==> config.mk <==
export PLATFORM = sky130hd
export DESIGN_NAME = bmf_fifo
export DESIGN_NICKNAME = d
export VERILOG_FILES = /design/src/hw/rtl/bmf_fifo.sv
export SDC_FILE = /design/constraint.sdc
export NUM_CORES = 1
export LEC_CHECK = 0
export BUFFER_PORTS_ARGS = -buffer_cell sky130_fd_sc_hd__buf_2
export CELL_PAD_IN_SITES_DETAIL_PLACEMENT = 2
export CELL_PAD_IN_SITES_GLOBAL_PLACEMENT = 2
export CORE_ASPECT_RATIO = 1.5
export CORE_MARGIN = 1
export CORE_UTILIZATION = 33
export DETAILED_ROUTE_END_ITERATION = 8
export HOLD_SLACK_MARGIN = 0.12
export MAX_ROUTING_LAYER = met4
export PLACE_DENSITY = 0.78
export SETUP_SLACK_MARGIN = 0.2
export SLEW_MARGIN = 20
export SYNTH_ARGS = -nofsm -noshare
export SYNTH_HDL_FRONTEND = slang
export SYNTH_SLANG_ARGS = --single-unit
==> constraint.sdc <==
create_clock -name clock -period 1.6 [get_ports clock]
set_input_delay 0.32 -clock clock [delete_from_list [all_inputs] [get_ports clock]]
set_output_delay 0.32 -clock clock [all_outputs]
set_load 0.01 [all_outputs]
==> src/hw/rtl/bmf_fifo.sv <==
// small register fifo used for the job queue and the result queue
module bmf_fifo #(
   parameter int WIDTH = 8,
   parameter int DEPTH = 2
) (
   input  logic             clock,
   input  logic             reset,
   input  logic             push,
   output logic             full,
   input  logic [WIDTH-1:0] wr_data,
   input  logic             pop,
   output logic             empty,
   output logic [WIDTH-1:0] rd_data
);

   localparam int PTR_W = $clog2(DEPTH);
   localparam int CNT_W = $clog2(DEPTH + 1);

   logic [WIDTH-1:0] entry_ff [DEPTH];
   logic [PTR_W-1:0] wr_ptr_ff, wr_ptr_in, rd_ptr_ff, rd_ptr_in;
   logic [CNT_W-1:0] count_ff, count_in;
   logic             do_push, do_pop;

   assign full    = (32'(count_ff) == DEPTH);
   assign empty   = (count_ff == '0);
   assign do_push = push && !full;
   assign do_pop  = pop && !empty;
   assign rd_data = entry_ff[rd_ptr_ff];

   // pointer and count update
   always_comb begin
      wr_ptr_in = wr_ptr_ff;
      rd_ptr_in = rd_ptr_ff;
      count_in  = count_ff;
      if (do_push) begin
         wr_ptr_in = (32'(wr_ptr_ff) == DEPTH - 1) ? '0 : wr_ptr_ff + PTR_W'(1);
      end
      if (do_pop) begin
         rd_ptr_in = (32'(rd_ptr_ff) == DEPTH - 1) ? '0 : rd_ptr_ff + PTR_W'(1);
      end
      if (do_push && !do_pop) begin
         count_in = count_ff + CNT_W'(1);
      end else if (do_pop && !do_push) begin
         count_in = count_ff - CNT_W'(1);
      end
   end

   always_ff @(posedge clock) begin
      if (reset) begin
         wr_ptr_ff <= '0;
         rd_ptr_ff <= '0;
         count_ff  <= '0;
      end else begin
         wr_ptr_ff <= wr_ptr_in;
         rd_ptr_ff <= rd_ptr_in;
         count_ff  <= count_in;
      end
   end

   // storage
   always_ff @(posedge clock) begin
      if (do_push) begin
         entry_ff[wr_ptr_ff] <= wr_data;
      end
   end

endmodule

==> reports/summary.txt <==
Root Driver = clkbuf_4
Post-synth EDFFs = 16
H-tree depth = 1
Max Slew Vio Count = 0
Period Utilization, post-route = 0.963
Pleak = 0.462 nW
non-filler cells, final = 102
pin count of the biggest net entering global routing = 13
count of final setup violators = 0
Synthesized Nets = 63
core area = 2260 um^2
number of I/O port buffers = 21
vias in the first global route = 576
GPL Wtd Cong = 0.636
cell count after synthesis = 50
Top FF cell, synth = edfxtp_1
Inst Count DP = 93
simple-gate share of the synthesized area = 0.0584
maxcap violations = 0
worst hold slack = 0.198 ns
most common cell in the netlist = edfxtp_1
number of remaining DRC errors = 0
post-synth top area cell = edfxtp_1
Antenna Cells = 0
power per cell area = 1620 nW/um^2
Worst EP arrival = 1.22 ns
setup TNS = 0 ns
CP max FO = 8
slowest CP cell = dfxtp_4
total track usage = 0.149
Skew-Pair Late Insertion Delay = 0.31 ns
Num CTS Buffers = 3
number of DRC markers in iteration 0 = 4
VDD IR max = 801 uV
first-pass GRT wire length = 2660 um
CTS tree = done
synth warn = 0
asr flop ratio synth = 0
worst reg2reg setup slack = 0.14 ns
ranking of synthesized cells by area = edfxtp_1 (61%), dfxtp_1 (13%), mux2_2 (11%), xor2_1 (3.3%), nor2_1 (2.4%)
DP Area = 930 um^2
via count = 503
# IOs = 22
final core occ = 0.504
endpoints failing hold = 0
CP max stage delay = 0.46 ns
antenna violations before repair = 0
fmax = 649 MHz
min-delay worst type = primary input to flop
critical path, cell by cell = mux2_4 -> buf_6
Worst setup EP type = primary output
final wirelength = 1790 um
Clock Tree Buf Depth = 2
HPWL Detailed = 1190 um
Rows = 21
kind of critical path = flop to primary output
initial core utilization = 0.351
Critical R2R Launch = count_ff[1]
Seq/Total Area, Yosys = 0.732
Slew HR = 0.729
Die Y = 62.0 um
Syn Std Cell Area = 793 um^2
post-synthesis mux area share = 0.114
Hold Path Depth = 1
reg2reg end = entry_ff[0][2]
Min-Delay Endpoint = entry_ff[0][3]
number of unique standard cell types used by synthesis = 13
Slew @ Worst Pin = 0.406 ns
Synth Area in Adders = 0.0158
largest family of logic cells by synthesized area = multiplexers
Yosys top cell area share = 0.606
Post-DRT Antenna Nets = 0
XOR/XNOR Fraction of Synth Area = 0.0331
Final Instance Area = 1140 um^2
min cycle time layout = 1.54 ns
routed len/inst = 17.5 um
synth-to-layout area growth = 43.7%
Final Skew = 0.00648 ns
hold_sp = wr_data[3]
DIE AREA = 2610 um^2
#FFs+latches synth = 21
fraction of layout cells with a size suffix above 1 = 0.608
Final nets = 93
CP Launch Type = flop
Initial DRT Pass Iterations = 2
die width = 42.0 um
R2R cell count = 4
Clk pin slew, worst setup/hold paths = 0.12 ns
drt via density = 4.93
clk sinks = 21
RSZ-0062 raised after global routing = true
Post-synth top cells = edfxtp_1 (16), mux2_2 (8), dfxtp_1 (5), nor2_1 (5)
required time of the critical path = 1.28 ns
Synth Area in Compound Gates = 0.0315
Syn Area/Cell = 15.9 um^2
total grt overflow = 0
result of the run = finished, final reports clean
[cells by family after synthesis]
| group | Yosys count |
|---|---|
| AO/OA/AOI/OAI | 5 |
| XOR/XNOR | 3 |
| adder cells (fa/ha/maj) | 1 |
| buffers and inverters | 3 |
| flip-flops | 21 |
| multiplexers | 8 |
| AND/OR/NAND/NOR | 9 |
[power breakdown]
group	switching, mW	internal (mW)	leakage (nW)
Clock	0.160	0.0933	0.0177
Combinational	0.307	0.460	0.251
Sequential	0.105	0.716	0.193
Total	0.572	1.27	0.462
[area by class of cell]
cell class / count / area [um^2]
clock buffers: 3 / 22.5
clock inverters: 1 / 5.00
fillers: 223 / 1120
inverters: 2 / 7.51
multi-input cells: 26 / 282
flip-flops and latches: 21 / 592
well taps: 23 / 28.8
repair buffers: 26 / 203
[sequential cells by signal (all words and copies together) (netlist names), named ones only]
signal / count
entry_ff: 16
count_ff: 2
rd_ptr_ff: 1
wr_ptr_ff: 1
[metrics by stage]
stage / setup slack (ns) / power, mW
3_3_place_gp: 0.160 / 1.22
6_report: 0.0599 / 1.84
4_1_cts: 0.0500 / 1.72
5_1_grt: 0.0104 / 1.96
3_5_place_dp: 0.113 / 1.25
2_1_floorplan: 0.189 / 1.08
[repair_timing]
item	CTS	global route
endpoints found under the setup margin	17	12
setup buffers	3	2
hold buffers	0	0
resized for setup	23	10
pin swaps	2	3
[routing by layer]
metal | GRT usage | up-vias | part of all wire
li1 | - | 240 | -
met1 | 0.165 | 240 | 0.38
met4 | 0.0804 | 0 | 0.019
met5 | - | - | 0
met3 | 0.0231 | 4 | 0.049
met2 | 0.261 | 19 | 0.55
[critical path, delay by kind of cell, from the launching register on]
family,cells,cell delay (ns)
buffers and inverters,1,0.12
flip-flops,1,0.46
multiplexers,1,0.33
[worst max path at each step]
stage	start	endpoint	slack [ns]	cells past startpoint
after floorplan	count_ff[1]	count_ff[1]	0.19	5
after global placement	push	entry_ff[0][4]	0.16	4
after detailed placement	count_ff[1]	count_ff[1]	0.11	5
after CTS	flop	rd_data[7]	0.05	2
after global routing	flop	rd_data[4]	0.01	2
final	flop	rd_data[4]	0.06	2
[cells in the final DEF, fill, tap and decap left out, drive strengths merged]
master / count
a21oi: 2
and2: 1
buf: 26
clkbuf: 3
clkinv: 1
dfxtp: 5
edfxtp: 16
ha: 1
inv: 2
mux2: 8
nor2: 5
nor2b: 1
o21ai: 3
or3: 2
xor2: 3
No activity file was read; power rests on OpenSTA's default activity.
