===== src/hw/rtl/bmf_pkg.sv =====
// shared types and constants for the rgb box mean filter
package bmf_pkg;

   // one input item
   typedef struct packed {
      logic [7:0] red_in;
      logic [7:0] green_in;
      logic [7:0] blue_in;
      logic       is_flush;
   } req_type;

   // one result item
   typedef struct packed {
      logic [7:0] red_out;
      logic [7:0] green_out;
      logic [7:0] blue_out;
      logic       last_of_frame;
   } rsp_type;

   // pixel as kept in the line store
   typedef struct packed {
      logic [7:0] red;
      logic [7:0] green;
      logic [7:0] blue;
   } pixel_type;

   // effective (clamped) configuration
   typedef struct packed {
      logic [2:0]  radius;
      logic [10:0] width;
      logic [10:0] height;
   } cfg_type;

   // window job handed from front to back
   typedef struct packed {
      logic [10:0] row;
      logic [10:0] col;
      logic        last;
   } job_type;

   // back end sequencer
   typedef enum logic [2:0] {
      BK_IDLE,
      BK_READ,
      BK_DRAIN,
      BK_DIVIDE,
      BK_PUSH
   } back_state_type;

   // register indexes
   localparam logic [1:0] CSR_RADIUS = 2'd0;
   localparam logic [1:0] CSR_WIDTH  = 2'd1;
   localparam logic [1:0] CSR_HEIGHT = 2'd2;

   // register reset values
   localparam logic [2:0]  RST_RADIUS = 3'd1;
   localparam logic [10:0] RST_WIDTH  = 11'd1024;
   localparam logic [10:0] RST_HEIGHT = 11'd1024;

   // datapath sizes: window sum of at most 15x15 pixels, 8 bit quotient
   localparam int SUM_W       = 16;
   localparam int REM_W       = SUM_W + 2;
   localparam int DIV_STEPS   = 8;
   localparam int QUEUE_DEPTH = 2;

endpackage


===== src/hw/rtl/bmf_back.sv =====
// back end: walks the window through the line store, sums, divides with rounding
module bmf_back #(
   parameter int MAX_RADIUS = 7,
   parameter int MAX_WIDTH  = 1024,
   parameter int ADDR_W     = $clog2(2 * MAX_RADIUS + 2) + $clog2(MAX_WIDTH)
) (
   input  logic                clock,
   input  logic                reset,
   input  bmf_pkg::cfg_type    cfg,
   input  logic                job_q_empty,
   input  bmf_pkg::job_type    job_q_data,
   output logic                job_pop,
   output logic [ADDR_W-1:0]   rd_addr,
   input  bmf_pkg::pixel_type  rd_data,
   input  logic                rsp_full,
   output logic                rsp_push,
   output bmf_pkg::rsp_type    rsp_item,
   output logic                reading
);

   import bmf_pkg::*;

   localparam int RB  = $clog2(2 * MAX_RADIUS + 2);
   localparam int CB  = ADDR_W - RB;
   localparam int RIW = $clog2(2 * MAX_RADIUS + 1);

   back_state_type            state_ff, state_in;
   job_type                   job_ff, job_in;
   logic [RIW-1:0]            dr_ff, dr_in, dc_ff, dc_in, span_last;
   logic                      vld_ff, vld_in;
   logic [2:0][SUM_W-1:0]     acc_ff, acc_in;
   logic [2:0][REM_W-1:0]     rem_ff, rem_in;
   logic [REM_W-1:0]          den_ff, den_in;
   logic [2:0][7:0]           quo_ff, quo_in;
   logic [2:0]                step_ff, step_in;
   logic [2:0][7:0]           rd_ch;
   logic [3:0]                side;
   logic [7:0]                area;
   logic [11:0]               yr_raw, yr, yc_raw, yc;
   logic                      row_ok, col_ok, loop_end, step_last;

   // window geometry
   assign span_last = RIW'({cfg.radius, 1'b0});
   assign side      = {cfg.radius, 1'b1};
   assign area      = 8'(side) * 8'(side);
   assign loop_end  = (dr_ff == span_last) && (dc_ff == span_last);
   assign step_last = (step_ff == 3'(DIV_STEPS - 1));

   // current window tap and its frame bounds
   assign yr_raw  = 12'(job_ff.row) + 12'(dr_ff);
   assign yr      = yr_raw - 12'(cfg.radius);
   assign row_ok  = (yr_raw >= 12'(cfg.radius)) && (yr < 12'(cfg.height));
   assign yc_raw  = 12'(job_ff.col) + 12'(dc_ff);
   assign yc      = yc_raw - 12'(cfg.radius);
   assign col_ok  = (yc_raw >= 12'(cfg.radius)) && (yc < 12'(cfg.width));
   assign rd_addr = {yr[RB-1:0], CB'(yc)};
   assign rd_ch   = rd_data;

   // next state
   always_comb begin
      state_in = state_ff;
      case (state_ff)
         BK_IDLE:   if (!job_q_empty) state_in = BK_READ;
         BK_READ:   if (loop_end) state_in = BK_DRAIN;
         BK_DRAIN:  state_in = BK_DIVIDE;
         BK_DIVIDE: if (step_last) state_in = BK_PUSH;
         BK_PUSH:   if (!rsp_full) state_in = BK_IDLE;
         default:   state_in = BK_IDLE;
      endcase
   end

   // sequencer outputs
   always_comb begin
      job_pop  = 1'b0;
      rsp_push = 1'b0;
      reading  = 1'b0;
      case (state_ff)
         BK_IDLE:  job_pop  = !job_q_empty;
         BK_READ:  reading  = 1'b1;
         BK_PUSH:  rsp_push = !rsp_full;
         default: ;
      endcase
   end

   // datapath
   always_comb begin
      job_in  = job_ff;
      dr_in   = dr_ff;
      dc_in   = dc_ff;
      vld_in  = 1'b0;
      acc_in  = acc_ff;
      rem_in  = rem_ff;
      den_in  = den_ff;
      quo_in  = quo_ff;
      step_in = step_ff;
      // read data lands in the cycle after its address
      if (vld_ff) begin
         for (int c = 0; c < 3; c++) begin
            acc_in[c] = acc_ff[c] + SUM_W'(rd_ch[c]);
         end
      end
      case (state_ff)
         BK_IDLE: begin
            job_in = job_q_data;
            dr_in  = '0;
            dc_in  = '0;
            acc_in = '0;
         end
         BK_READ: begin
            vld_in = row_ok && col_ok;
            if (dc_ff == span_last) begin
               dc_in = '0;
               dr_in = dr_ff + RIW'(1);
            end else begin
               dc_in = dc_ff + RIW'(1);
            end
         end
         BK_DRAIN: begin
            // rounded mean: (2*sum + area) / (2*area)
            for (int c = 0; c < 3; c++) begin
               rem_in[c] = REM_W'({acc_in[c], 1'b0}) + REM_W'(area);
            end
            den_in  = REM_W'(area) << DIV_STEPS;
            quo_in  = '0;
            step_in = '0;
         end
         BK_DIVIDE: begin
            for (int c = 0; c < 3; c++) begin
               if (rem_ff[c] >= den_ff) begin
                  rem_in[c] = rem_ff[c] - den_ff;
                  quo_in[c] = {quo_ff[c][6:0], 1'b1};
               end else begin
                  quo_in[c] = {quo_ff[c][6:0], 1'b0};
               end
            end
            den_in  = den_ff >> 1;
            step_in = step_ff + 3'd1;
         end
         default: ;
      endcase
   end

   always_ff @(posedge clock) begin
      if (reset) begin
         state_ff <= BK_IDLE;
         vld_ff   <= 1'b0;
      end else begin
         state_ff <= state_in;
         vld_ff   <= vld_in;
      end
   end

   always_ff @(posedge clock) begin
      job_ff  <= job_in;
      dr_ff   <= dr_in;
      dc_ff   <= dc_in;
      acc_ff  <= acc_in;
      rem_ff  <= rem_in;
      den_ff  <= den_in;
      quo_ff  <= quo_in;
      step_ff <= step_in;
   end

   assign rsp_item = '{red_out: quo_ff[2], green_out: quo_ff[1], blue_out: quo_ff[0],
                       last_of_frame: job_ff.last};

endmodule


===== config.mk =====
export PLATFORM = sky130hd
export DESIGN_NAME = bmf_back
export DESIGN_NICKNAME = d
export VERILOG_FILES = /design/src/hw/rtl/bmf_pkg.sv /design/src/hw/rtl/bmf_back.sv
export SDC_FILE = /design/constraint.sdc
export NUM_CORES = 1
export LEC_CHECK = 0
export BUFFER_PORTS_ARGS = -buffer_cell sky130_fd_sc_hd__buf_2
export CORE_MARGIN = 1.5
export CORE_UTILIZATION = 59
export CTS_BUF_LIST = sky130_fd_sc_hd__clkbuf_4
export DETAILED_ROUTE_END_ITERATION = 6
export GPL_ROUTABILITY_DRIVEN = 0
export PLACE_DENSITY_LB_ADDON = 0.15
export SETUP_SLACK_MARGIN = 0.1
export SYNTH_ARGS = -nofsm -noshare
export SYNTH_HDL_FRONTEND = slang
export SYNTH_SLANG_ARGS = --single-unit

===== constraint.sdc =====
create_clock -name clock -period 11.85 [get_ports clock]
set_input_delay 3.555 -clock clock [delete_from_list [all_inputs] [get_ports clock]]
set_output_delay 3.555 -clock clock [all_outputs]
set_load 0.02 [all_outputs]

==> results_dict.tcl, run 1 <==
set metrics [dict create \
    cpLargestDelayFamily "buffers and inverters" \
    placed_area_mm2 0.0147 \
    grt_pass1_wl_um 52300 \
    fmax_ghz 0.106 \
    fin_crit_ns 9.42 \
    wl_um 32900 \
    hold_violations 0 \
    critPathArrivalTime_ns 5.86 \
    rsz0062_at_grt "no" \
    synth_area_per_cell_um2 9.27 \
    grt.busiest_layer "met1" \
    syn_nets 1724 \
    synth-edff-count 128 \
    cap_violations 0 \
    clk_pin_slew_ns 0.16 \
    die_w_um 156 \
    synth-simple-area-share_pct 17.1 \
    grt-ovfl-total 0 \
    hp-start "acc_ff[18]" \
    drive_above_1_share_pct 11.9 \
    critPathLaunch "cfg[23]" \
    fin_ws_ns 2.43 \
    wl_per_cell_um 17.1 \
    nets 1815 \
    track_usage_pct 27.2 \
    max_stage_delay_ns 0.44 \
    drtPass1Iterations 7 \
    p_per_area_mw_per_mm2 93.7 \
    finalInstanceArea_mm2 0.0150 \
    synthToLayoutAreaGrowth_pct 8.09 \
    drtIter0Drc 974 \
    synth_top_family_by_area "compound AO/OA/AOI/OAI gates" \
    synthCells 1499 \
    crit_chain "buf_2, inv_1, ha_1, nor2b_1, o21ai_0, nand2b_1, or2_2, a211oi_1, xnor2_1, buf_2" \
    relSlewSlack_pct 14.1 \
    final_cells 1919 \
    layout_commonest_cell "nor2_1" \
    cp_slowest_cell "a211oi_1" \
    die_h_um 156 \
    synthAdderAreaFrac_pct 14.1 \
    io_pins 118 \
    core-area_mm2 0.0228 \
    use_met1_pct 40.7 \
    fin_skew_ns 0.0257 \
    place_ws_ns 2.43 \
    clock-sinks 180 \
    ys_ff_latch 180 \
    ys_types 80 \
    vias_per_cell 5.93 \
    irDropWorstVdd_mv 0.0708 \
    portBuffers 117 \
    grtUsageMet2_pct 40.4 \
    cp.required_ns 8.30 \
    htree_levels 4 \
    reg2reg_depth 19 \
    drcViolationCount 0 \
    route.vias.total 11400 \
    cts_resized 0 \
    synth_ff_type "edfxtp_1" \
    clock_latency_ns 0.62 \
    start_util_pct 60.8 \
    clockBufferDepth 2 \
    hold_end "acc_ff[18]" \
    dp_cells 1884 \
    hold_depth 2 \
    cp_max_fo 11 \
    r2r-start "dr_ff[0]" \
    gr-usage-met3_pct 4.35 \
    crit_top_cell "buf_2" \
    start_kind "input port" \
    cts_tree "yes" \
    synth_mux_area_share_pct 2.26 \
    root_buffer "clkbuf_4" \
    power_mw 1.41 \
    hpwl_um 25000 \
    synth_compound_area_share_pct 18.0 \
    min_period_over_period_pct 79.5 \
    drt.antenna.violating_nets 0 \
    fin_setup_tns_ns 0 \
    numCtsBuffers 17 \
    yosysWarnings 0 \
    grt_pass1_vias 10300 \
    rrSetupSlack_ns 6.93 \
    synth-xor-area-share_pct 9.64 \
    async_reset_ff_share_pct 0 \
    cp_num_cells 10 \
    worstMarginPinSlew_ns 1.26 \
    fp.dieArea_mm2 0.0245 \
    setup_viol 0 \
    path_class "in -> out" \
    syn-cell-area_mm2 0.0139 \
    power.leakage_nw 6.56 \
    ctsHoldBuffers 0 \
    cts_setup_buffers 0 \
    end_kind "primary output" \
    rr_endpoint "vld_ff" \
    placementRows 55 \
    grt_antenna_before_repair 2 \
    finalMaxSlewViolations 0 \
    synth-seq-area-share_pct 35.1 \
    path_buf_inv 3 \
    hp-class "reg -> reg" \
    grt_max_degree 69 \
    mostFrequentLayoutCells "nor2_1, ha_1, edfxtp_1" \
    status "complete, no violations" \
]
## report_power, final
group / internal [mW] / switching, mW
clock: 0.0976 / 0.265
combinational: 0.139 / 0.203
sequential: 0.688 / 0.0149
## Yosys cell counts, types with 8 or more instances
cell	instances	area share, %
nor4_1	13	0.59
nand2_1	95	2.6
ha_1	136	12
o21a_1	23	1.2
and2_1	9	0.41
o31a_1	8	0.50
fa_1	13	1.9
nor2_1	139	3.8
nor3_1	34	1.2
and3_1	42	1.9
a21oi_1	93	3.3
nand2b_1	17	0.77
o21bai_1	9	0.49
nand4_1	15	0.68
a211o_1	9	0.57
o211ai_1	15	0.81
mux2i_1	19	1.4
a211oi_1	27	1.5
edfxtp_1	128	28
xor2_1	63	4.0
xnor2_1	90	5.7
a31oi_1	12	0.54
mux2_2	11	0.89
o31ai_1	8	0.43
dfxtp_1	52	7.5
clkbuf_1	46	1.2
nand3_1	35	1.3
o21ai_0	74	2.7
a21o_1	47	2.5
inv_1	82	2.2
nor2b_1	35	1.6
## metal layers
layer  part of all wire [%]  vias to the layer above
li1                       -                     5659
met1                     49                     5337
met2                     43                      344
met3                    6.1                       47
met4                    1.8                        0
met5                      0                        -
## final cells by class
| cell class | count | area (um^2) |
|---|---|---|
| antenna | 3 | 7.51 |
| clock buffer | 17 | 128 |
| clock inverter | 15 | 155 |
| fill | 1966 | 7820 |
| inverter | 82 | 308 |
| multi-input combinational | 1184 | 8500 |
| sequential | 180 | 4880 |
| tap | 313 | 392 |
| timing repair buffer | 125 | 646 |
## through the flow
step / util [%] / hold WS (ns)
2_1_floorplan: - / 0.484
3_3_place_gp: 64.5 / 0.518
3_5_place_dp: 64.5 / 0.531
4_1_cts: 65.7 / 0.567
5_1_grt: 65.7 / 0.601
6_report: 65.8 / 0.566
## registers in the layout, summed over array words and instances (netlist names)
name,cells
rem_ff,54
acc_ff,48
state_ff,3
dc_ff,4
rsp_item,25
dr_ff,4
vld_ff,1
step_ff,3
den_ff,16
job_ff,22
## worst max path at each step
stage | endpoint | slack [ns]
2_1_floorplan | rd_addr[5] | 2.75
3_3_place_gp | rd_addr[9] | 2.46
3_5_place_dp | rd_addr[9] | 2.43
4_1_cts | rd_addr[9] | 2.43
5_1_grt | rd_addr[9] | 2.16
6_report | rd_addr[9] | 2.43
## cell families (layout without fill, tap and decap cells)
kind of cell,Yosys count,in the layout
DFF,180,180
muxes,30,30
buffers and inverters,135,239
adders and majority gates,149,149
other,0,3
and+or+nand+nor,473,473
xor gates and xnor gates,153,153
AOI/OAI and AO/OA,379,379
## worst min-delay path: cells and delay by family, from the launching register on
family	cells	cell delay, ns
AND/OR/NAND/NOR	1	0.12
flip-flops	1	0.36
AO/OA/AOI/OAI	1	0.06
No activity file was read; power rests on OpenSTA's default activity.
==> run 2: changes to the inputs <==
--- a/config.mk
+++ b/config.mk
@@ -7,7 +7,7 @@
 export LEC_CHECK = 0
 export BUFFER_PORTS_ARGS = -buffer_cell sky130_fd_sc_hd__buf_2
 export CORE_MARGIN = 1.5
-export CORE_UTILIZATION = 59
+export CORE_UTILIZATION = 57
 export CTS_BUF_LIST = sky130_fd_sc_hd__clkbuf_4
 export DETAILED_ROUTE_END_ITERATION = 6
 export GPL_ROUTABILITY_DRIVEN = 0
==> constraint.sdc (replaced) <==
create_clock -name clock -period 8.46 [get_ports clock]
set_input_delay 2.538 -clock clock [delete_from_list [all_inputs] [get_ports clock]]
set_output_delay 2.538 -clock clock [all_outputs]
set_load 0.02 [all_outputs]
==> run 2 against run 1 <==
  * Critical path depth did not move
  * Clock skew rose by 0.0049 ns
  * Global-route usage fell by 1.2 points
  * Worst setup slack got worse by 1.3 ns
  * Critical path type unchanged
  * Largest cell class unchanged
==> results_dict.tcl, run 2 (synthesis results as in run 1) <==
set metrics [dict create \
    placed_area_mm2 0.0147 \
    largest_register "rem_ff" \
    reg2reg_depth 20 \
    nFillCells 2039 \
    track_usage_pct 26.0 \
    grt_pass1_wl_um 53300 \
    register_area_mm2 0.00488 \
    wl_met3_um 2130 \
    fin_skew_ns 0.0306 \
    cap_violations 0 \
    relSlewSlack_pct 20.8 \
    synthToLayoutAreaGrowth_pct 8.25 \
    hp-class "reg -> reg" \
    layout_commonest_cell "nor2_1" \
    numCtsBuffers 17 \
    fmax_ghz 0.137 \
    die_h_um 159 \
    mostFrequentLayoutCells "nor2_1, ha_1, edfxtp_1" \
    grt_pass1_vias 10600 \
    crit_top_cell "buf_2" \
    clock-sinks 180 \
    min_period_over_period_pct 86.5 \
    final_util_pct 63.5 \
    hold_depth 2 \
    cts_tree "yes" \
    largest_reg_flops 54 \
    cts_setup_buffers 0 \
    rsz0062_at_grt "no" \
    wl_met2_um 14300 \
    swShare_pct 34.3 \
    drtPass1Iterations 7 \
    status "complete, no violations" \
    grt-ovfl-total 0 \
    clkPwrFrac_pct 26.1 \
    drive_above_1_share_pct 11.9 \
    end_kind "primary output" \
    crit_chain "buf_2, inv_1, ha_1, nor2b_1, o21ai_0, nand2b_1, or2_2, a211oi_1, xnor2_1, buf_2" \
    ctsHoldBuffers 0 \
    core-area_mm2 0.0237 \
    rr_endpoint "vld_ff" \
    root_buffer "clkbuf_4" \
    grt_max_degree 74 \
    power_mw 1.98 \
    power.leakage_nw 6.57 \
    irDropWorstVdd_mv 0.0912 \
    wl_met1_um 15900 \
    rrSetupSlack_ns 4.16 \
    nets 1814 \
    placementRows 56 \
    max_stage_delay_ns 0.40 \
    cp_slowest_cell "a211oi_1" \
    wl_um 33000 \
    holdWs_ns 0.564 \
    route.vias.total 11400 \
    start_kind "input port" \
    power.share.combinational_pct 24.2 \
    setup_viol 0 \
    hold_end "acc_ff[15]" \
    finalInstanceArea_mm2 0.0150 \
    r2r-start "dr_ff[0]" \
    clk_pin_slew_ns 0.16 \
    p_seq_share_pct 49.8 \
    cp_max_fo 11 \
    p_int_mw 1.30 \
    clockBufferDepth 2 \
    path_class "in -> out" \
    finalMaxSlewViolations 0 \
    wl_per_cell_um 17.1 \
    fp.dieArea_mm2 0.0253 \
    grt_antenna_before_repair 5 \
    cp.required_ns 5.92 \
    routed.top_layer "met5" \
    drtIter0Drc 943 \
    drt.antenna.violating_nets 0 \
    hold_violations 0 \
    fin_setup_tns_ns 0 \
    clock_latency_ns 0.62 \
    vias_per_cell 5.90 \
    p_switching_mw 0.680 \
    io_pins 118 \
    htree_levels 4 \
    multiInputGateArea_mm2 0.00850 \
    critPathArrivalTime_ns 4.78 \
    p_per_area_mw_per_mm2 132 \
    drcViolationCount 0 \
    fin_crit_ns 7.31 \
    worstMarginPinSlew_ns 1.17 \
    hpwl_um 24900 \
    cts_resized 0 \
    die_w_um 159 \
    portBuffers 117 \
    start_util_pct 58.7 \
    hp-start "acc_ff[15]" \
]
-- run 2: cell count changes in the layout (fill, tap and decap cells not counted), sizes merged --
| cell | change |
|---|---|
| clkinv | +1 |
| buf | -1 |
| diode | +1 |
| clkinvlp | -1 |
-- run 2: metal layers --
metal | global-route usage (%) | vias to the layer above
li1 | - | 5663
met1 | 37.8 | 5290
met2 | 39.4 | 363
met3 | 4.87 | 46
met4 | 7.46 | 2
met5 | 0 | -
-- run 2: cell type report --
cell class              count  share of cell area [%]
flip-flops and latches    180                    32.5
repair buffers            124                    4.24
inverters                  82                    2.05
diodes                      4                  0.0665
clock buffers              17                   0.848
well taps                 319                    2.65
clock inverters            15                    1.16
multi-input cells        1184                    56.5
-- run 2: worst max-delay path, delay by kind of cell --
kind,cells,cell delay [ns]
AOI/OAI and AO/OA,2,0.54
xor gates and xnor gates,1,0.20
adders and majority gates,1,0.32
buffers and inverters,3,0.60
and+or+nand+nor,3,0.57
-- run 2: stage by stage --
step	worst slack, ns	std cells
detailed placement	1.14	1889
global route	0.875	1923
global placement	1.17	1889
floorplan	1.40	1499
finish	1.15	1925
CTS	1.13	1921
-- run 2: worst max path at each step --
stage	startpoint	end	slack (ns)	depth (start not counted)
finish	cfg[23]	rd_addr[9]	1.15	10
detailed placement	cfg[23]	rd_addr[9]	1.14	10
global placement	cfg[23]	rd_addr[9]	1.17	10
floorplan	cfg[23]	rd_addr[5]	1.40	10
global route	cfg[23]	rd_addr[9]	0.87	10
CTS	cfg[23]	rd_addr[9]	1.13	10
-- run 2: power groups by stage --
stage                     clock network [mW]  registers [mW]  logic, mW
after floorplan                            0           0.992      0.346
after detailed placement                   0            1.00      0.470
final                                  0.517           0.985      0.478
after global placement                     0            1.00      0.457
after CTS                              0.530           0.985      0.474
after global routing                   0.557           0.989      0.534
==> run 3: changes to the inputs <==
--- a/config.mk
+++ b/config.mk
@@ -11,7 +11,7 @@
 export CTS_BUF_LIST = sky130_fd_sc_hd__clkbuf_4
 export DETAILED_ROUTE_END_ITERATION = 6
 export GPL_ROUTABILITY_DRIVEN = 0
-export PLACE_DENSITY_LB_ADDON = 0.15
+export PLACE_DENSITY = 0.83
 export SETUP_SLACK_MARGIN = 0.1
 export SYNTH_ARGS = -nofsm -noshare
 export SYNTH_HDL_FRONTEND = slang
==> run 3 against run 2 <==
  * Core utilization is 0.14 points lower
  * Critical path depth unchanged
  * Power down 1.4%
  * Worst hold slack gained 0.013 ns
  * Register-to-register slack got worse by 0.23 ns
==> results_dict.tcl, run 3 (synthesis results as in run 1) <==
set metrics [dict create \
    status "complete, no violations" \
    numCtsBuffers 17 \
    critPathArrivalTime_ns 4.78 \
    fin_setup_tns_ns 0 \
    p_seq_share_pct 50.4 \
    wl_um 33100 \
    rrSetupSlack_ns 3.93 \
    die_h_um 159 \
    drive_above_1_share_pct 11.9 \
    start_util_pct 58.7 \
    start_kind "input port" \
    cts_setup_buffers 0 \
    r2r-start "dr_ff[0]" \
    wl_per_cell_um 17.2 \
    placementRows 56 \
    drt.antenna.violating_nets 0 \
    end_kind "primary output" \
    largest_reg_flops 54 \
    core-area_mm2 0.0237 \
    worstMarginPinSlew_ns 0.926 \
    htree_levels 4 \
    power.leakage_nw 6.55 \
    root_buffer "clkbuf_4" \
    drtIter0Drc 931 \
    fin_crit_ns 7.32 \
    swShare_pct 33.7 \
    hold_depth 2 \
    rr_endpoint "vld_ff" \
    crit_top_cell "buf_2" \
    clock_latency_ns 0.62 \
    drtPass1Iterations 7 \
    layout_commonest_cell "nor2_1" \
    drcViolationCount 0 \
    hold_violations 0 \
    clk_pin_slew_ns 0.17 \
    portBuffers 117 \
    nets 1814 \
    io_pins 118 \
    hp-start "acc_ff[18]" \
    route.vias.total 11600 \
    vias_per_cell 6.05 \
    fp.dieArea_mm2 0.0253 \
    finalMaxSlewViolations 0 \
    p_int_mw 1.29 \
    grt_max_degree 69 \
    path_buf_inv 3 \
    clkPwrFrac_pct 25.3 \
    cpLargestDelayFamily "simple AND/OR/NAND/NOR gates" \
    track_usage_pct 26.3 \
    cts_resized 0 \
    holdWs_ns 0.577 \
    max_stage_delay_ns 0.39 \
    grt_pass1_wl_um 54500 \
    mostFrequentLayoutCells "nor2_1, ha_1, edfxtp_1" \
    fmax_ghz 0.137 \
    crit_chain "buf_2, inv_1, ha_1, nor2b_1, o21ai_0, nand2b_1, or2_2, a211oi_1, xnor2_1, buf_2" \
    hold_end "acc_ff[18]" \
    clockBufferDepth 2 \
    cp.required_ns 5.92 \
    cp_slowest_cell "a211oi_1" \
    cts_tree "yes" \
    grt_antenna_before_repair 2 \
    cp_max_fo 11 \
    clock-sinks 180 \
    min_period_over_period_pct 86.5 \
    relSlewSlack_pct 36.7 \
    p_per_area_mw_per_mm2 130 \
    rsz0062_at_grt "no" \
    irDropWorstVdd_mv 0.0751 \
    hpwl_um 25000 \
    p_switching_mw 0.659 \
    grt_pass1_vias 11000 \
    die_w_um 159 \
    largest_register "rem_ff" \
    ctsHoldBuffers 0 \
    setup_viol 0 \
    fin_skew_ns 0.0301 \
    power.share.combinational_pct 24.3 \
    grt-ovfl-total 0 \
    hp-class "reg -> reg" \
    reg2reg_depth 19 \
    synthToLayoutAreaGrowth_pct 8.01 \
    cap_violations 0 \
    path_class "in -> out" \
]
## run 3: worst max-delay path by stage
stage | start | end | slack, ns | depth (start not counted)
after floorplan | cfg[23] | rd_addr[5] | 1.40 | 10
after global placement | cfg[23] | rd_addr[9] | 1.18 | 10
after detailed placement | cfg[23] | rd_addr[9] | 1.13 | 10
after CTS | cfg[23] | rd_addr[9] | 1.12 | 10
after global routing | cfg[23] | rd_addr[9] | 0.93 | 10
final | cfg[23] | rd_addr[9] | 1.14 | 10
## run 3: routing by layer
| metal | track usage (%) | part of all wire [%] | vias up |
|---|---|---|---|
| met5 | 0 | 0 | - |
| met4 | 8.28 | 2.5 | 0 |
| met3 | 3.72 | 7.0 | 55 |
| met2 | 42.2 | 45 | 457 |
| met1 | 36.6 | 46 | 5479 |
| li1 | - | - | 5650 |
## run 3: worst min-delay path, cell delays in order (launching register included)
cell and delay (ns):
dfxtp_1 0.37, nor2_1 0.12, a211oi_1 0.06
## run 3: area by class of cell
| class | instances | area (um^2) |
|---|---|---|
| antenna | 2 | 5.00 |
| clock buffer | 17 | 128 |
| tap | 319 | 399 |
| fill | 1996 | 8670 |
| multi-input combinational | 1184 | 8500 |
| timing repair buffer | 124 | 638 |
| sequential | 180 | 4880 |
| clock inverter | 15 | 146 |
| inverter | 82 | 308 |
## run 3: power groups by stage
stage	combinational, mW	sequential (mW)	clock [mW]
final	0.474	0.984	0.495
after CTS	0.470	0.984	0.503
after floorplan	0.346	0.992	0
after global placement	0.452	1.00	0
after global routing	0.524	0.987	0.536
after detailed placement	0.466	1.00	0
## run 3: metrics by stage
stage / power, mW / worst slack (ns) / instance area, um^2 / instances / utilization [%]
after global placement: 1.45 / 1.18 / 14700 / 1889 / 62.2
after detailed placement: 1.47 / 1.13 / 14700 / 1889 / 62.2
after global routing: 2.05 / 0.932 / 15000 / 1923 / 63.4
final: 1.95 / 1.14 / 15000 / 1923 / 63.4
after floorplan: 1.34 / 1.40 / 13900 / 1499 / -
after CTS: 1.96 / 1.12 / 15000 / 1921 / 63.4
