<file path="src/hw/rtl/bmf_pkg.sv">
// shared types and constants for the rgb box mean filter
package bmf_pkg;

   // one input item
   typedef struct packed {
      logic [7:0] red_in;
      logic [7:0] green_in;
      logic [7:0] blue_in;
      logic       is_flush;
   } req_type;

   // one result item
   typedef struct packed {
      logic [7:0] red_out;
      logic [7:0] green_out;
      logic [7:0] blue_out;
      logic       last_of_frame;
   } rsp_type;

   // pixel as kept in the line store
   typedef struct packed {
      logic [7:0] red;
      logic [7:0] green;
      logic [7:0] blue;
   } pixel_type;

   // effective (clamped) configuration
   typedef struct packed {
      logic [2:0]  radius;
      logic [10:0] width;
      logic [10:0] height;
   } cfg_type;

   // window job handed from front to back
   typedef struct packed {
      logic [10:0] row;
      logic [10:0] col;
      logic        last;
   } job_type;

   // back end sequencer
   typedef enum logic [2:0] {
      BK_IDLE,
      BK_READ,
      BK_DRAIN,
      BK_DIVIDE,
      BK_PUSH
   } back_state_type;

   // register indexes
   localparam logic [1:0] CSR_RADIUS = 2'd0;
   localparam logic [1:0] CSR_WIDTH  = 2'd1;
   localparam logic [1:0] CSR_HEIGHT = 2'd2;

   // register reset values
   localparam logic [2:0]  RST_RADIUS = 3'd1;
   localparam logic [10:0] RST_WIDTH  = 11'd1024;
   localparam logic [10:0] RST_HEIGHT = 11'd1024;

   // datapath sizes: window sum of at most 15x15 pixels, 8 bit quotient
   localparam int SUM_W       = 16;
   localparam int REM_W       = SUM_W + 2;
   localparam int DIV_STEPS   = 8;
   localparam int QUEUE_DEPTH = 2;

endpackage

</file>
<file path="src/hw/rtl/bmf_front.sv">
// front end: takes items, fills the line store, tracks raster position, issues window jobs
module bmf_front #(
   parameter int MAX_RADIUS = 7,
   parameter int MAX_WIDTH  = 1024,
   parameter int MAX_HEIGHT = 1024,
   parameter int ADDR_W     = $clog2(2 * MAX_RADIUS + 2) + $clog2(MAX_WIDTH)
) (
   input  logic                clock,
   input  logic                reset,
   input  bmf_pkg::cfg_type    cfg,
   input  logic                restart,
   input  logic                push,
   output logic                full,
   input  bmf_pkg::req_type    item,
   input  logic                job_q_empty,
   input  logic                back_reading,
   output logic                st_we,
   output logic [ADDR_W-1:0]   st_addr,
   output bmf_pkg::pixel_type  st_data,
   output logic                job_push,
   output bmf_pkg::job_type    job
);

   import bmf_pkg::*;

   localparam int RB = $clog2(2 * MAX_RADIUS + 2);
   localparam int CB = ADDR_W - RB;
   localparam int PW = $clog2(MAX_WIDTH * MAX_HEIGHT + MAX_RADIUS * MAX_WIDTH + MAX_RADIUS + 2);

   logic [PW-1:0] p_ff, p_in;
   logic [10:0]   col_ff, col_in, qr_ff, qr_in, qc_ff, qc_in;
   logic [RB-1:0] row_lo_ff, row_lo_in;
   logic [21:0]   total;
   logic [13:0]   lag;
   logic [31:0]   q;
   logic          accept, in_frame, due, overrun, last, col_wrap, qc_wrap;

   // hold off while a job waits or the back end walks the store
   assign full   = !job_q_empty || back_reading;
   assign accept = push && !full;

   // frame geometry
   assign total    = 22'(cfg.width) * 22'(cfg.height);
   assign lag      = 14'(cfg.radius) * 14'(cfg.width) + 14'(cfg.radius);
   assign in_frame = 32'(p_ff) < 32'(total);
   assign due      = 32'(p_ff) >= 32'(lag);
   assign q        = 32'(p_ff) - 32'(lag);
   assign overrun  = due && (q >= 32'(total));
   assign last     = due && (q == 32'(total) - 32'd1);
   assign col_wrap = (32'(col_ff) + 32'd1) >= 32'(cfg.width);
   assign qc_wrap  = (32'(qc_ff) + 32'd1) >= 32'(cfg.width);

   // line store write, rows kept modulo a power of two
   assign st_we   = accept && in_frame;
   assign st_addr = {row_lo_ff, CB'(col_ff)};
   assign st_data = item.is_flush ? '0 :
                    pixel_type'({item.red_in, item.green_in, item.blue_in});

   // job for the output pixel that just became complete
   assign job_push = accept && due && !overrun;
   assign job      = '{row: qr_ff, col: qc_ff, last: last};

   // position update
   always_comb begin
      p_in      = p_ff;
      col_in    = col_ff;
      row_lo_in = row_lo_ff;
      qr_in     = qr_ff;
      qc_in     = qc_ff;
      if (restart) begin
         p_in      = '0;
         col_in    = '0;
         row_lo_in = '0;
         qr_in     = '0;
         qc_in     = '0;
      end else if (accept) begin
         if (overrun || last) begin
            p_in      = '0;
            col_in    = '0;
            row_lo_in = '0;
            qr_in     = '0;
            qc_in     = '0;
         end else begin
            p_in = p_ff + PW'(1);
            if (col_wrap) begin
               col_in    = '0;
               row_lo_in = row_lo_ff + RB'(1);
            end else begin
               col_in = col_ff + 11'd1;
            end
            if (job_push) begin
               if (qc_wrap) begin
                  qc_in = '0;
                  qr_in = qr_ff + 11'd1;
               end else begin
                  qc_in = qc_ff + 11'd1;
               end
            end
         end
      end
   end

   always_ff @(posedge clock) begin
      if (reset) begin
         p_ff      <= '0;
         col_ff    <= '0;
         row_lo_ff <= '0;
         qr_ff     <= '0;
         qc_ff     <= '0;
      end else begin
         p_ff      <= p_in;
         col_ff    <= col_in;
         row_lo_ff <= row_lo_in;
         qr_ff     <= qr_in;
         qc_ff     <= qc_in;
      end
   end

endmodule

</file>
<file path="config.mk">
export PLATFORM = sky130hd
export DESIGN_NAME = bmf_front
export DESIGN_NICKNAME = d
export VERILOG_FILES = /design/src/hw/rtl/bmf_pkg.sv /design/src/hw/rtl/bmf_front.sv
export SDC_FILE = /design/constraint.sdc
export NUM_CORES = 1
export LEC_CHECK = 0
export ABC_AREA = 0
export BUFFER_PORTS_ARGS = -buffer_cell sky130_fd_sc_hd__clkbuf_2
export CAP_MARGIN = 20
export CORE_ASPECT_RATIO = 1.75
export CORE_UTILIZATION = 26
export CTS_CLUSTER_DIAMETER = 30
export DETAILED_ROUTE_END_ITERATION = 12
export PLACE_DENSITY = 0.54
export RECOVER_POWER = 50
export SETUP_SLACK_MARGIN = 0.4
export SYNTH_ARGS = -nofsm -noshare
export SYNTH_HDL_FRONTEND = slang
export SYNTH_SLANG_ARGS = --single-unit
</file>
<file path="constraint.sdc">
create_clock -name clock -period 9.66 [get_ports clock]
set_input_delay 1.932 -clock clock [delete_from_list [all_inputs] [get_ports clock]]
set_output_delay 1.932 -clock clock [all_outputs]
set_load 0.01 [all_outputs]
</file>
==> results of run 1 <==
-- final cells by class --
cell class	count	share of cell area, %
multi-input combinational	1188	64.7
clock buffer	10	1.46
tap	572	4.36
timing repair buffer	407	18.1
clock inverter	6	0.542
inverter	166	3.80
sequential	58	7.08
-- stage by stage --
stage | instance area [µm²] | utilization (%) | total power, mW
after floorplan | 12200 | - | 2.97
after global placement | 14900 | 33.4 | 4.77
after detailed placement | 14900 | 33.4 | 4.83
after CTS | 15800 | 35.6 | 5.56
after global routing | 16400 | 36.8 | 6.68
final | 16400 | 36.8 | 6.14
-- worst paths after layout --
kind,start,end,cells after the start
setup / recovery,cfg[13],job_push,36
hold / removal,qr_ff[10],qr_ff[10],2
setup reg to reg,p_ff[0],qr_ff[4],23
hold reg to reg,qr_ff[10],qr_ff[10],2
-- cell usage in the layout (no fill, tap or decap), drive strengths merged, types with 60 or more instances in the layout --
cell / synthesis / routed
and2: 83 / 83
ha: 168 / 168
xnor2: 60 / 60
fa: 92 / 92
a21oi: 64 / 64
nor2: 89 / 89
clkbuf: 37 / 124
nand2: 163 / 163
buf: 29 / 293
inv: 166 / 167
-- power by group --
| part | switching (mW) | total (mW) | leakage [nW] | internal [mW] |
|---|---|---|---|---|
| combinational | 2.67 | 5.54 | 7.07 | 2.88 |
| clock | 0.125 | 0.358 | 0.155 | 0.233 |
| sequential | 0.000389 | 0.240 | 0.467 | 0.240 |
-- registers in the layout (all words and copies together), names as in the netlist --
signal     count
qr_ff         11
p_ff          21
col_ff        11
qc_ff         11
row_lo_ff      4
-- metal layers --
metal / wire length (µm) / part of all wire, % / vias to the layer above
met3: 940 / 2.4 / 79
met2: 21700 / 56 / 228
met5: 0 / 0 / -
li1: - / - / 5706
met1: 14500 / 37 / 5695
met4: 1600 / 4.1 / 0
-- cells by family after synthesis --
group | count (synthesis) | synth area share [%]
adder cells (fa/ha/maj) | 260 | 33.4
buffers and inverters | 232 | 7.91
flip-flops | 58 | 9.84
multiplexers | 5 | 0.445
XOR/XNOR | 109 | 8.88
AO/OA/AOI/OAI | 258 | 15.4
AND/OR/NAND/NOR | 556 | 24.1
-- critical path: cells and delay by family --
kind,cells,cell delay (ns)
buf+inv,4,0.42
compound gates,19,2.65
xor+xnor,2,0.37
simple gates,6,0.74
fa+ha+maj,5,1.73
-- what timing repair did --
action / 4_1_cts / 5_1_grt
hold buffers: 0 / 0
hold endpoints to repair: 0 / 0
endpoints found under the setup margin: 8 / 22
gates resized for setup: 96 / 102
pin swaps: 83 / 82
setup buffers: 27 / 19
==> metrics.txt, run 1 <==
# TYPE chip_impl_metric gauge
chip_impl_metric{name="htree_num_levels",unit=""} 3
chip_impl_metric{name="met3_usage",unit="%"} 1.32
chip_impl_metric{name="post-route-drc-count",unit=""} 0
chip_impl_metric{name="final-setup-viol-count",unit=""} 3
chip_impl_metric{name="dp_hpwl",unit="mm"} 32.6
chip_impl_metric{name="setup_tns",unit="ns"} -0.265
chip_impl_metric{name="timing.critical_path.fanout_max",unit=""} 6
chip_impl_metric{name="tritoncts.num_buffers",unit=""} 9
chip_impl_metric{name="chipWidth",unit="µm"} 163
chip_impl_metric{name="seqCellArea",unit="µm²"} 1160
chip_impl_metric{name="gr-usage-met1",unit="%"} 17.3
chip_impl_metric{name="starting_density",unit="%"} 26.5
chip_impl_metric{name="period_needed",unit="ns"} 9.77
chip_impl_info{name="critical_path.endpoint_type",value="primary output"} 1
chip_impl_metric{name="detail-route-antenna-nets",unit=""} 0
chip_impl_metric{name="multi_input_combinational_cell_area",unit="µm²"} 10600
chip_impl_metric{name="synth_cell_types",unit=""} 83
chip_impl_metric{name="critical_path_arrival",unit="ns"} 7.84
chip_impl_info{name="result_of_the_run",value="complete, but fails checks"} 1
chip_impl_metric{name="syn-num-nets",unit=""} 1794
chip_impl_metric{name="design.portCount",unit=""} 120
chip_impl_metric{name="fin_cells",unit=""} 2407
chip_impl_metric{name="synth_edf_count",unit=""} 0
chip_impl_info{name="cp_launch_type",value="input port"} 1
chip_impl_metric{name="fp.dieH",unit="µm"} 284
chip_impl_metric{name="placement_rows",unit=""} 102
chip_impl_metric{name="grt_first_pass_wirelength",unit="mm"} 61.1
chip_impl_metric{name="cts.sinks",unit=""} 58
chip_impl_metric{name="postRouteWirelength",unit="mm"} 38.8
chip_impl_info{name="critical_path_class",value="input port to primary output"} 1
chip_impl_metric{name="globalRouteMet2Util",unit="%"} 32.9
chip_impl_metric{name="yosysSeqAreaShare",unit="%"} 9.84
chip_impl_metric{name="area_growth",unit="%"} 38.9
chip_impl_info{name="yosys.cell_count.top_type",value="ha_1"} 1
chip_impl_metric{name="final.setup_skew",unit="ns"} 0.0120
chip_impl_metric{name="insertedDiodeCount",unit=""} 0
chip_impl_metric{name="synth_warnings",unit=""} 0
chip_impl_info{name="critPathSlowestCell",value="fa_2"} 1
chip_impl_metric{name="powerDensity",unit="nW/µm²"} 374
chip_impl_metric{name="crit_path_max_incr_delay",unit="ns"} 0.59
chip_impl_metric{name="critical_path_required",unit="ns"} 7.73
chip_impl_info{name="root_buffer",value="clkbuf_16"} 1
chip_impl_metric{name="drv_cap",unit=""} 0
chip_impl_metric{name="syn_area",unit="µm²"} 11800
chip_impl_metric{name="postSynth.asyncResetShare",unit="%"} 0
chip_impl_metric{name="grt_antenna_before_repair",unit=""} 0
chip_impl_metric{name="n_fill_cell",unit=""} 4561
chip_impl_metric{name="placed_cells_incl_taps",unit=""} 2345
chip_impl_info{name="rsz0062_at_grt",value="yes"} 1
chip_impl_metric{name="fmax",unit="MHz"} 102
chip_impl_info{name="holdCritPathClass",value="flop to flop"} 1
chip_impl_metric{name="report.final.slew_viol_count",unit=""} 0
chip_impl_metric{name="mapped_avg_cell_area",unit="µm²"} 7.99
chip_impl_metric{name="port-buffer-count",unit=""} 119
chip_impl_metric{name="synth_seq_cells",unit=""} 58
chip_impl_metric{name="worst_hold_slack",unit="ns"} 0.491
chip_impl_metric{name="routed_wire_length_per_instance",unit="µm"} 16.1
chip_impl_metric{name="drt_first_pass_iters",unit=""} 5
chip_impl_metric{name="postLayoutSetupSlackWorst",unit="ns"} -0.111
chip_impl_info{name="top_usage_layer",value="met2"} 1
chip_impl_metric{name="post-synth-top-area-fraction",unit="%"} 17.8
chip_impl_info{name="violated_checks",value="negative setup slack"} 1
chip_impl_metric{name="least_margin_pin_slew",unit="ns"} 0.857
chip_impl_metric{name="cts.path.max_buffers",unit=""} 2
chip_impl_metric{name="first_global_vias",unit=""} 12200
chip_impl_metric{name="design.core.area",unit="µm²"} 44500
chip_impl_metric{name="place_congestion",unit=""} 0.854
chip_impl_info{name="tritoncts",value="done"} 1
chip_impl_metric{name="layout.nets",unit=""} 2146
chip_impl_metric{name="clock_latency_late_sink",unit="ns"} 0.35
chip_impl_metric{name="detail_route.vias_per_cell",unit=""} 4.86
chip_impl_info{name="synth_top_cell_by_area",value="ha_1"} 1
chip_impl_metric{name="total_leakage_power",unit="nW"} 7.69
chip_impl_info{name="ys_top_cells_by_count",value="168 x ha_1, 165 x inv_1, 162 x nand2_1, 92 x fa_1, 89 x nor2_1"} 1
chip_impl_metric{name="detailedPlace.worstSlack",unit="ns"} -0.696
chip_impl_metric{name="vdd_ir_drop_max",unit="mV"} 0.265
chip_impl_metric{name="detailedRoute.firstIterationViolations",unit=""} 371
chip_impl_metric{name="combined_global_route_utilization_of_all_metal_layers",unit="%"} 16.8
chip_impl_metric{name="die_area",unit="µm²"} 46300
chip_impl_metric{name="post-route-period-util",unit="%"} 101
chip_impl_metric{name="dr_total_vias",unit=""} 11700
chip_impl_info{name="synth.area.top_cells",value="ha_1 18%, fa_1 16%, dfxtp_1 9.8%, inv_1 5.2%, nand2_1 5.2%"} 1
chip_impl_metric{name="synthesis.instances",unit=""} 1478
chip_impl_metric{name="grt_start_max_net_pins",unit=""} 25
chip_impl_info{name="dominantRegCellSynth",value="dfxtp_1"} 1
chip_impl_metric{name="ff2ff_setup_slack",unit="ns"} 4.49
chip_impl_metric{name="final_layout_size_suffix_gt1_share",unit="%"} 29.9
chip_impl_metric{name="final_hold_viol_count",unit=""} 0
chip_impl_metric{name="max-slew-margin-rel",unit="%"} 42.8
chip_impl_metric{name="global_route.overflow_total",unit=""} 0
chip_impl_metric{name="clk_pin_slew",unit="ns"} 0.05
chip_impl_info{name="crit_path_frequent_cell",value="a21oi_2"} 1
Note: power is estimated with default switching activity, not from simulation.
==> run 2: changes to the inputs <==
Settings changed: PLACE_DENSITY 0.54 to unset, PLACE_DENSITY_LB_ADDON set to 0.25.
==> run 2 against run 1 <==
  * The flow still finishes with violations (negative setup slack)
  * Power is 3.2% higher
  * Via count is 0.45% lower
  * Combinational power is 3% higher
  * Sequential share of layout area is 0.098 points lower
  * Clock skew is 0.0049 ns lower
==> metrics.txt, run 2 (synthesis results as in run 1) <==
# TYPE chip_impl_metric gauge
chip_impl_metric{name="first_global_vias",unit=""} 12300
chip_impl_metric{name="critical_path_required",unit="ns"} 7.73
chip_impl_metric{name="fin_cells",unit=""} 2409
chip_impl_metric{name="final_layout_size_suffix_gt1_share",unit="%"} 30.9
chip_impl_info{name="critical_path.endpoint_type",value="primary output"} 1
chip_impl_metric{name="max-slew-margin-rel",unit="%"} 43.2
chip_impl_info{name="rsz0062_at_grt",value="yes"} 1
chip_impl_metric{name="grt_antenna_before_repair",unit=""} 0
chip_impl_metric{name="fmax",unit="MHz"} 102
chip_impl_metric{name="tritoncts.num_buffers",unit=""} 9
chip_impl_metric{name="grt_start_max_net_pins",unit=""} 25
chip_impl_metric{name="setup_tns",unit="ns"} -0.177
chip_impl_metric{name="htree_num_levels",unit=""} 3
chip_impl_metric{name="period_needed",unit="ns"} 9.78
chip_impl_metric{name="cts.path.max_buffers",unit=""} 2
chip_impl_metric{name="detail_route.vias_per_cell",unit=""} 4.84
chip_impl_metric{name="final_design_area_no_fill",unit="µm²"} 16600
chip_impl_metric{name="detail-route-antenna-nets",unit=""} 0
chip_impl_metric{name="critical_path_arrival",unit="ns"} 7.85
chip_impl_metric{name="starting_density",unit="%"} 26.5
chip_impl_metric{name="post_dp_cell_area",unit="µm²"} 14900
chip_impl_metric{name="clk_pin_slew",unit="ns"} 0.06
chip_impl_metric{name="final-setup-viol-count",unit=""} 2
chip_impl_info{name="crit_path_frequent_cell",value="a21oi_2"} 1
chip_impl_info{name="layout_commonest_cell",value="buf_4"} 1
chip_impl_metric{name="drt_first_pass_iters",unit=""} 4
chip_impl_info{name="kind_of_cell_with_the_highest_combined_delay_on_the_critical_path",value="compound AO/OA/AOI/OAI gates"} 1
chip_impl_metric{name="design.portCount",unit=""} 120
chip_impl_metric{name="cts-hold-fix-buffers",unit=""} 0
chip_impl_info{name="holdCritPathClass",value="flop to flop"} 1
chip_impl_metric{name="detailedPlace.worstSlack",unit="ns"} -0.627
chip_impl_metric{name="least_margin_pin_slew",unit="ns"} 0.852
chip_impl_metric{name="placement_rows",unit=""} 102
chip_impl_metric{name="area_growth",unit="%"} 40.9
chip_impl_metric{name="port-buffer-count",unit=""} 119
chip_impl_metric{name="worst_hold_slack",unit="ns"} 0.487
chip_impl_metric{name="dp_hpwl",unit="mm"} 34.4
chip_impl_metric{name="design.core.area",unit="µm²"} 44500
chip_impl_metric{name="multi_input_combinational_cell_area",unit="µm²"} 10800
chip_impl_metric{name="place_congestion",unit=""} 0.901
chip_impl_info{name="critical_path_class",value="input port to primary output"} 1
chip_impl_metric{name="n_fill_cell",unit=""} 4591
chip_impl_info{name="critPathSlowestCell",value="fa_2"} 1
chip_impl_metric{name="clock_latency_late_sink",unit="ns"} 0.34
chip_impl_info{name="violated_checks",value="negative setup slack"} 1
chip_impl_metric{name="placed_cells_incl_taps",unit=""} 2349
chip_impl_metric{name="combined_global_route_utilization_of_all_metal_layers",unit="%"} 17.8
chip_impl_metric{name="crit_path_max_incr_delay",unit="ns"} 0.58
chip_impl_metric{name="total_leakage_power",unit="nW"} 7.73
chip_impl_metric{name="dr_total_vias",unit=""} 11700
chip_impl_metric{name="routed_wire_length_per_instance",unit="µm"} 16.9
chip_impl_metric{name="chipWidth",unit="µm"} 163
chip_impl_metric{name="largest_register_ff_count",unit=""} 21
chip_impl_metric{name="postRouteWirelength",unit="mm"} 40.8
chip_impl_metric{name="powerDensity",unit="nW/µm²"} 381
chip_impl_metric{name="fin_util",unit="%"} 37.3
chip_impl_info{name="result_of_the_run",value="complete, but fails checks"} 1
chip_impl_metric{name="die_area",unit="µm²"} 46300
chip_impl_metric{name="postLayoutSetupSlackWorst",unit="ns"} -0.122
chip_impl_metric{name="seqCellArea",unit="µm²"} 1160
chip_impl_metric{name="report.final.slew_viol_count",unit=""} 0
chip_impl_metric{name="worst-path-buf-inv",unit=""} 5
chip_impl_metric{name="vdd_ir_drop_max",unit="mV"} 0.240
chip_impl_metric{name="detailedRoute.firstIterationViolations",unit=""} 408
chip_impl_metric{name="final.setup_skew",unit="ns"} 0.00705
chip_impl_metric{name="power",unit="mW"} 6.34
chip_impl_metric{name="post-route-drc-count",unit=""} 0
chip_impl_metric{name="grt_first_pass_wirelength",unit="mm"} 64.0
chip_impl_metric{name="post-route-period-util",unit="%"} 101
chip_impl_info{name="layout_common_cells",value="261 x buf_4, 156 x inv_1, 148 x nand2_1"} 1
chip_impl_metric{name="global_route.overflow_total",unit=""} 0
chip_impl_info{name="tritoncts",value="done"} 1
chip_impl_metric{name="layout.nets",unit=""} 2149
chip_impl_info{name="cp_launch_type",value="input port"} 1
chip_impl_metric{name="cts.sinks",unit=""} 58
chip_impl_metric{name="insertedDiodeCount",unit=""} 0
chip_impl_info{name="root_buffer",value="clkbuf_16"} 1
chip_impl_metric{name="drv_cap",unit=""} 0
chip_impl_metric{name="final_hold_viol_count",unit=""} 0
chip_impl_info{name="top_register",value="p_ff"} 1
chip_impl_metric{name="fp.dieH",unit="µm"} 284
chip_impl_metric{name="timing.critical_path.fanout_max",unit=""} 3
-- run 2: cell type report --
| class | instances | share of cell area, % |
|---|---|---|
| timing repair buffer | 410 | 18.0 |
| sequential | 58 | 6.98 |
| inverter | 166 | 3.75 |
| multi-input combinational | 1188 | 64.8 |
| clock buffer | 11 | 1.52 |
| clock inverter | 4 | 0.594 |
| tap | 572 | 4.30 |
-- run 2: worst min-delay path: stages, from the launching register on --
cell	delay (ns)
dfxtp_1	0.33
nand2_1	0.06
a21oi_1	0.05
-- run 2: metal layers --
metal | GRT usage (%) | wire length, µm
met5 | 0 | 0
met4 | 11.0 | 2420
met3 | 1.49 | 957
met2 | 34.7 | 22700
met1 | 17.7 | 14800
-- run 2: worst paths after layout --
kind,start,endpoint,cells past startpoint,slack (ns)
setup / recovery,cfg[13],job_push,37,-0.12
hold / removal,row_lo_ff[3],row_lo_ff[3],2,0.49
setup reg to reg,p_ff[0],qr_ff[10],21,4.50
hold reg to reg,row_lo_ff[3],row_lo_ff[3],2,0.49
-- run 2: power breakdown --
group | total [mW] | internal (mW) | switching [mW] | leakage, nW
clock | 0.388 | 0.265 | 0.123 | 0.172
combinational | 5.71 | 2.90 | 2.81 | 7.09
sequential | 0.240 | 0.240 | 0.000369 | 0.467
total | 6.34 | 3.41 | 2.93 | 7.73
-- run 2: what timing repair did --
action	in CTS	in global routing
buffers inserted	36	9
pin swaps	106	86
setup endpoints to repair	9	21
resized for setup	128	103
==> run 3: changes to the inputs <==
Settings changed: SETUP_SLACK_MARGIN 0.4 to 0.02.
==> run 3 against run 2 <==
  * Critical path depth is 1 higher
  * Final cell count is 0.87% higher
  * The run still ends with negative setup slack left
  * Highest routed layer unchanged
  * Sequential cell count stayed put
==> metrics.txt, run 3 (synthesis results as in run 1) <==
# TYPE chip_impl_metric gauge
chip_impl_metric{name="combined_global_route_utilization_of_all_metal_layers",unit="%"} 17.8
chip_impl_metric{name="hold_path_depth",unit=""} 2
chip_impl_metric{name="vdd_ir_drop_max",unit="mV"} 0.268
chip_impl_metric{name="clk_pin_slew",unit="ns"} 0.05
chip_impl_info{name="kind_of_cell_with_the_highest_combined_delay_on_the_critical_path",value="compound AO/OA/AOI/OAI gates"} 1
chip_impl_info{name="critical_path_class",value="input port to primary output"} 1
chip_impl_metric{name="cts.path.max_buffers",unit=""} 2
chip_impl_metric{name="critical_path_required",unit="ns"} 7.73
chip_impl_metric{name="powerDensity",unit="nW/µm²"} 378
chip_impl_metric{name="total_leakage_power",unit="nW"} 7.80
chip_impl_metric{name="largest_register_ff_count",unit=""} 21
chip_impl_metric{name="critical_path_arrival",unit="ns"} 7.93
chip_impl_metric{name="period_needed",unit="ns"} 9.86
chip_impl_metric{name="placed_cells_incl_taps",unit=""} 2364
chip_impl_metric{name="global_route.overflow_total",unit=""} 0
chip_impl_info{name="result_of_the_run",value="complete, but fails checks"} 1
chip_impl_metric{name="setup_tns",unit="ns"} -0.249
chip_impl_metric{name="fin_cells",unit=""} 2430
chip_impl_metric{name="grt_first_pass_wirelength",unit="mm"} 63.8
chip_impl_info{name="layout_commonest_cell",value="buf_4"} 1
chip_impl_metric{name="drt_first_pass_iters",unit=""} 4
chip_impl_metric{name="fmax",unit="MHz"} 101
chip_impl_metric{name="path_depth",unit=""} 38
chip_impl_metric{name="crit_path_max_incr_delay",unit="ns"} 0.52
chip_impl_metric{name="postLayoutSetupSlackWorst",unit="ns"} -0.198
chip_impl_metric{name="detail_route.vias_per_cell",unit=""} 4.84
chip_impl_metric{name="detail-route-antenna-nets",unit=""} 0
chip_impl_info{name="root_buffer",value="clkbuf_16"} 1
chip_impl_info{name="critPathSlowestCell",value="fa_1"} 1
chip_impl_metric{name="post-route-drc-count",unit=""} 0
chip_impl_metric{name="place_congestion",unit=""} 0.912
chip_impl_metric{name="die_area",unit="µm²"} 46300
chip_impl_metric{name="first_global_vias",unit=""} 12500
chip_impl_metric{name="port-buffer-count",unit=""} 119
chip_impl_metric{name="dp_hpwl",unit="mm"} 34.1
chip_impl_metric{name="final_layout_size_suffix_gt1_share",unit="%"} 31.8
chip_impl_metric{name="final-setup-viol-count",unit=""} 2
chip_impl_info{name="critical_path.endpoint_type",value="primary output"} 1
chip_impl_info{name="top_register",value="p_ff"} 1
chip_impl_info{name="rsz0062_at_grt",value="yes"} 1
chip_impl_metric{name="area_growth",unit="%"} 42.1
chip_impl_metric{name="cts.sinks",unit=""} 58
chip_impl_metric{name="fp.dieH",unit="µm"} 284
chip_impl_metric{name="dr_total_vias",unit=""} 11800
chip_impl_metric{name="tritoncts.num_buffers",unit=""} 9
chip_impl_metric{name="starting_density",unit="%"} 26.5
chip_impl_metric{name="layout.nets",unit=""} 2169
chip_impl_metric{name="r2r_cells",unit=""} 22
chip_impl_metric{name="max-slew-margin-rel",unit="%"} 41.8
chip_impl_metric{name="htree_num_levels",unit=""} 3
chip_impl_metric{name="detailedRoute.firstIterationViolations",unit=""} 460
chip_impl_metric{name="chipWidth",unit="µm"} 163
chip_impl_info{name="cp_launch_type",value="input port"} 1
chip_impl_info{name="layout_common_cells",value="278 x buf_4, 152 x nand2_1, 151 x inv_1"} 1
chip_impl_info{name="crit_path_frequent_cell",value="a21oi_2"} 1
chip_impl_metric{name="timing.critical_path.fanout_max",unit=""} 3
chip_impl_metric{name="grt_start_max_net_pins",unit=""} 25
chip_impl_metric{name="clock_latency_late_sink",unit="ns"} 0.35
chip_impl_metric{name="insertedDiodeCount",unit=""} 0
chip_impl_info{name="tritoncts",value="done"} 1
chip_impl_metric{name="final.setup_skew",unit="ns"} 0.00911
chip_impl_metric{name="worst-path-buf-inv",unit=""} 6
chip_impl_metric{name="routed_wire_length_per_instance",unit="µm"} 16.8
chip_impl_metric{name="post-route-period-util",unit="%"} 102
chip_impl_metric{name="worst_hold_slack",unit="ns"} 0.491
chip_impl_metric{name="design.portCount",unit=""} 120
chip_impl_metric{name="least_margin_pin_slew",unit="ns"} 0.873
chip_impl_metric{name="grt_antenna_before_repair",unit=""} 0
chip_impl_metric{name="placement_rows",unit=""} 102
chip_impl_info{name="holdCritPathClass",value="flop to flop"} 1
chip_impl_metric{name="final_hold_viol_count",unit=""} 0
chip_impl_metric{name="postRouteWirelength",unit="mm"} 40.9
chip_impl_metric{name="report.final.slew_viol_count",unit=""} 0
chip_impl_metric{name="drv_cap",unit=""} 0
chip_impl_metric{name="design.core.area",unit="µm²"} 44500
chip_impl_info{name="violated_checks",value="negative setup slack"} 1
[run 3: cell types whose count changed in the layout (fill, tap and decap cells not counted), sizes merged]
| cell | before | now |
|---|---|---|
| clkinv | 1 | 2 |
| bufinv | 3 | 1 |
| clkbuf | 120 | 123 |
| buf | 301 | 319 |
| clkinvlp | 0 | 1 |
[run 3: timing repair]
action	4_1_cts	5_1_grt
hold buffers	0	0
setup buffers	29	25
endpoints found under the setup margin	3	23
pin swaps	84	109
gates resized for setup	150	138
[run 3: cell type report]
class / instances / area (µm²)
clock buffers: 12 / 246
multi-input cells: 1188 / 10800
well taps: 572 / 716
fillers: 4547 / 27800
repair buffers: 430 / 3160
flip-flops and latches: 58 / 1160
inverters: 166 / 626
clock inverters: 4 / 51.3
[run 3: path summary, 6_finish.rpt]
kind / from / endpoint / slack [ns]
min: col_ff[10] / col_ff[10] / 0.49
max: cfg[22] / job_push / -0.20
min reg2reg: col_ff[10] / col_ff[10] / 0.49
max reg2reg: p_ff[0] / qr_ff[9] / 4.58
[run 3: report_power, final]
| part | switching [mW] | internal [mW] | leakage, nW | total [mW] |
|---|---|---|---|---|
| Clock | 0.124 | 0.207 | 0.143 | 0.331 |
| Combinational | 2.85 | 2.92 | 7.19 | 5.78 |
| Sequential | 0.000383 | 0.240 | 0.467 | 0.240 |
| Total | 2.98 | 3.37 | 7.80 | 6.35 |
[run 3: worst register-to-register path: cells and delay by family, from the launching register on]
| family | cells | cell delay (ns) |
|---|---|---|
| AO/OA/AOI/OAI | 7 | 1.56 |
| XOR/XNOR | 1 | 0.19 |
| adder cells (fa/ha/maj) | 3 | 0.99 |
| buffers and inverters | 5 | 0.66 |
| flip-flops | 1 | 0.43 |
| AND/OR/NAND/NOR | 6 | 1.18 |
[run 3: through the flow]
step           util [%]  instance area [µm²]  setup WS, ns  total power, mW
3_5_place_dp       33.3                14800        -0.827             4.77
4_1_cts            36.0                16000        -0.414             5.70
3_3_place_gp       33.3                14800        -0.783             4.74
2_1_floorplan         -                11900        0.0106             2.78
6_report           37.7                16800        -0.198             6.35
5_1_grt            37.7                16800        -0.449             6.86
[run 3: per-layer routing]
layer,track usage [%],wire (µm)
met4,10.8,2300
met2,35.1,23100
met5,0,0
met3,1.36,772
met1,17.4,14700
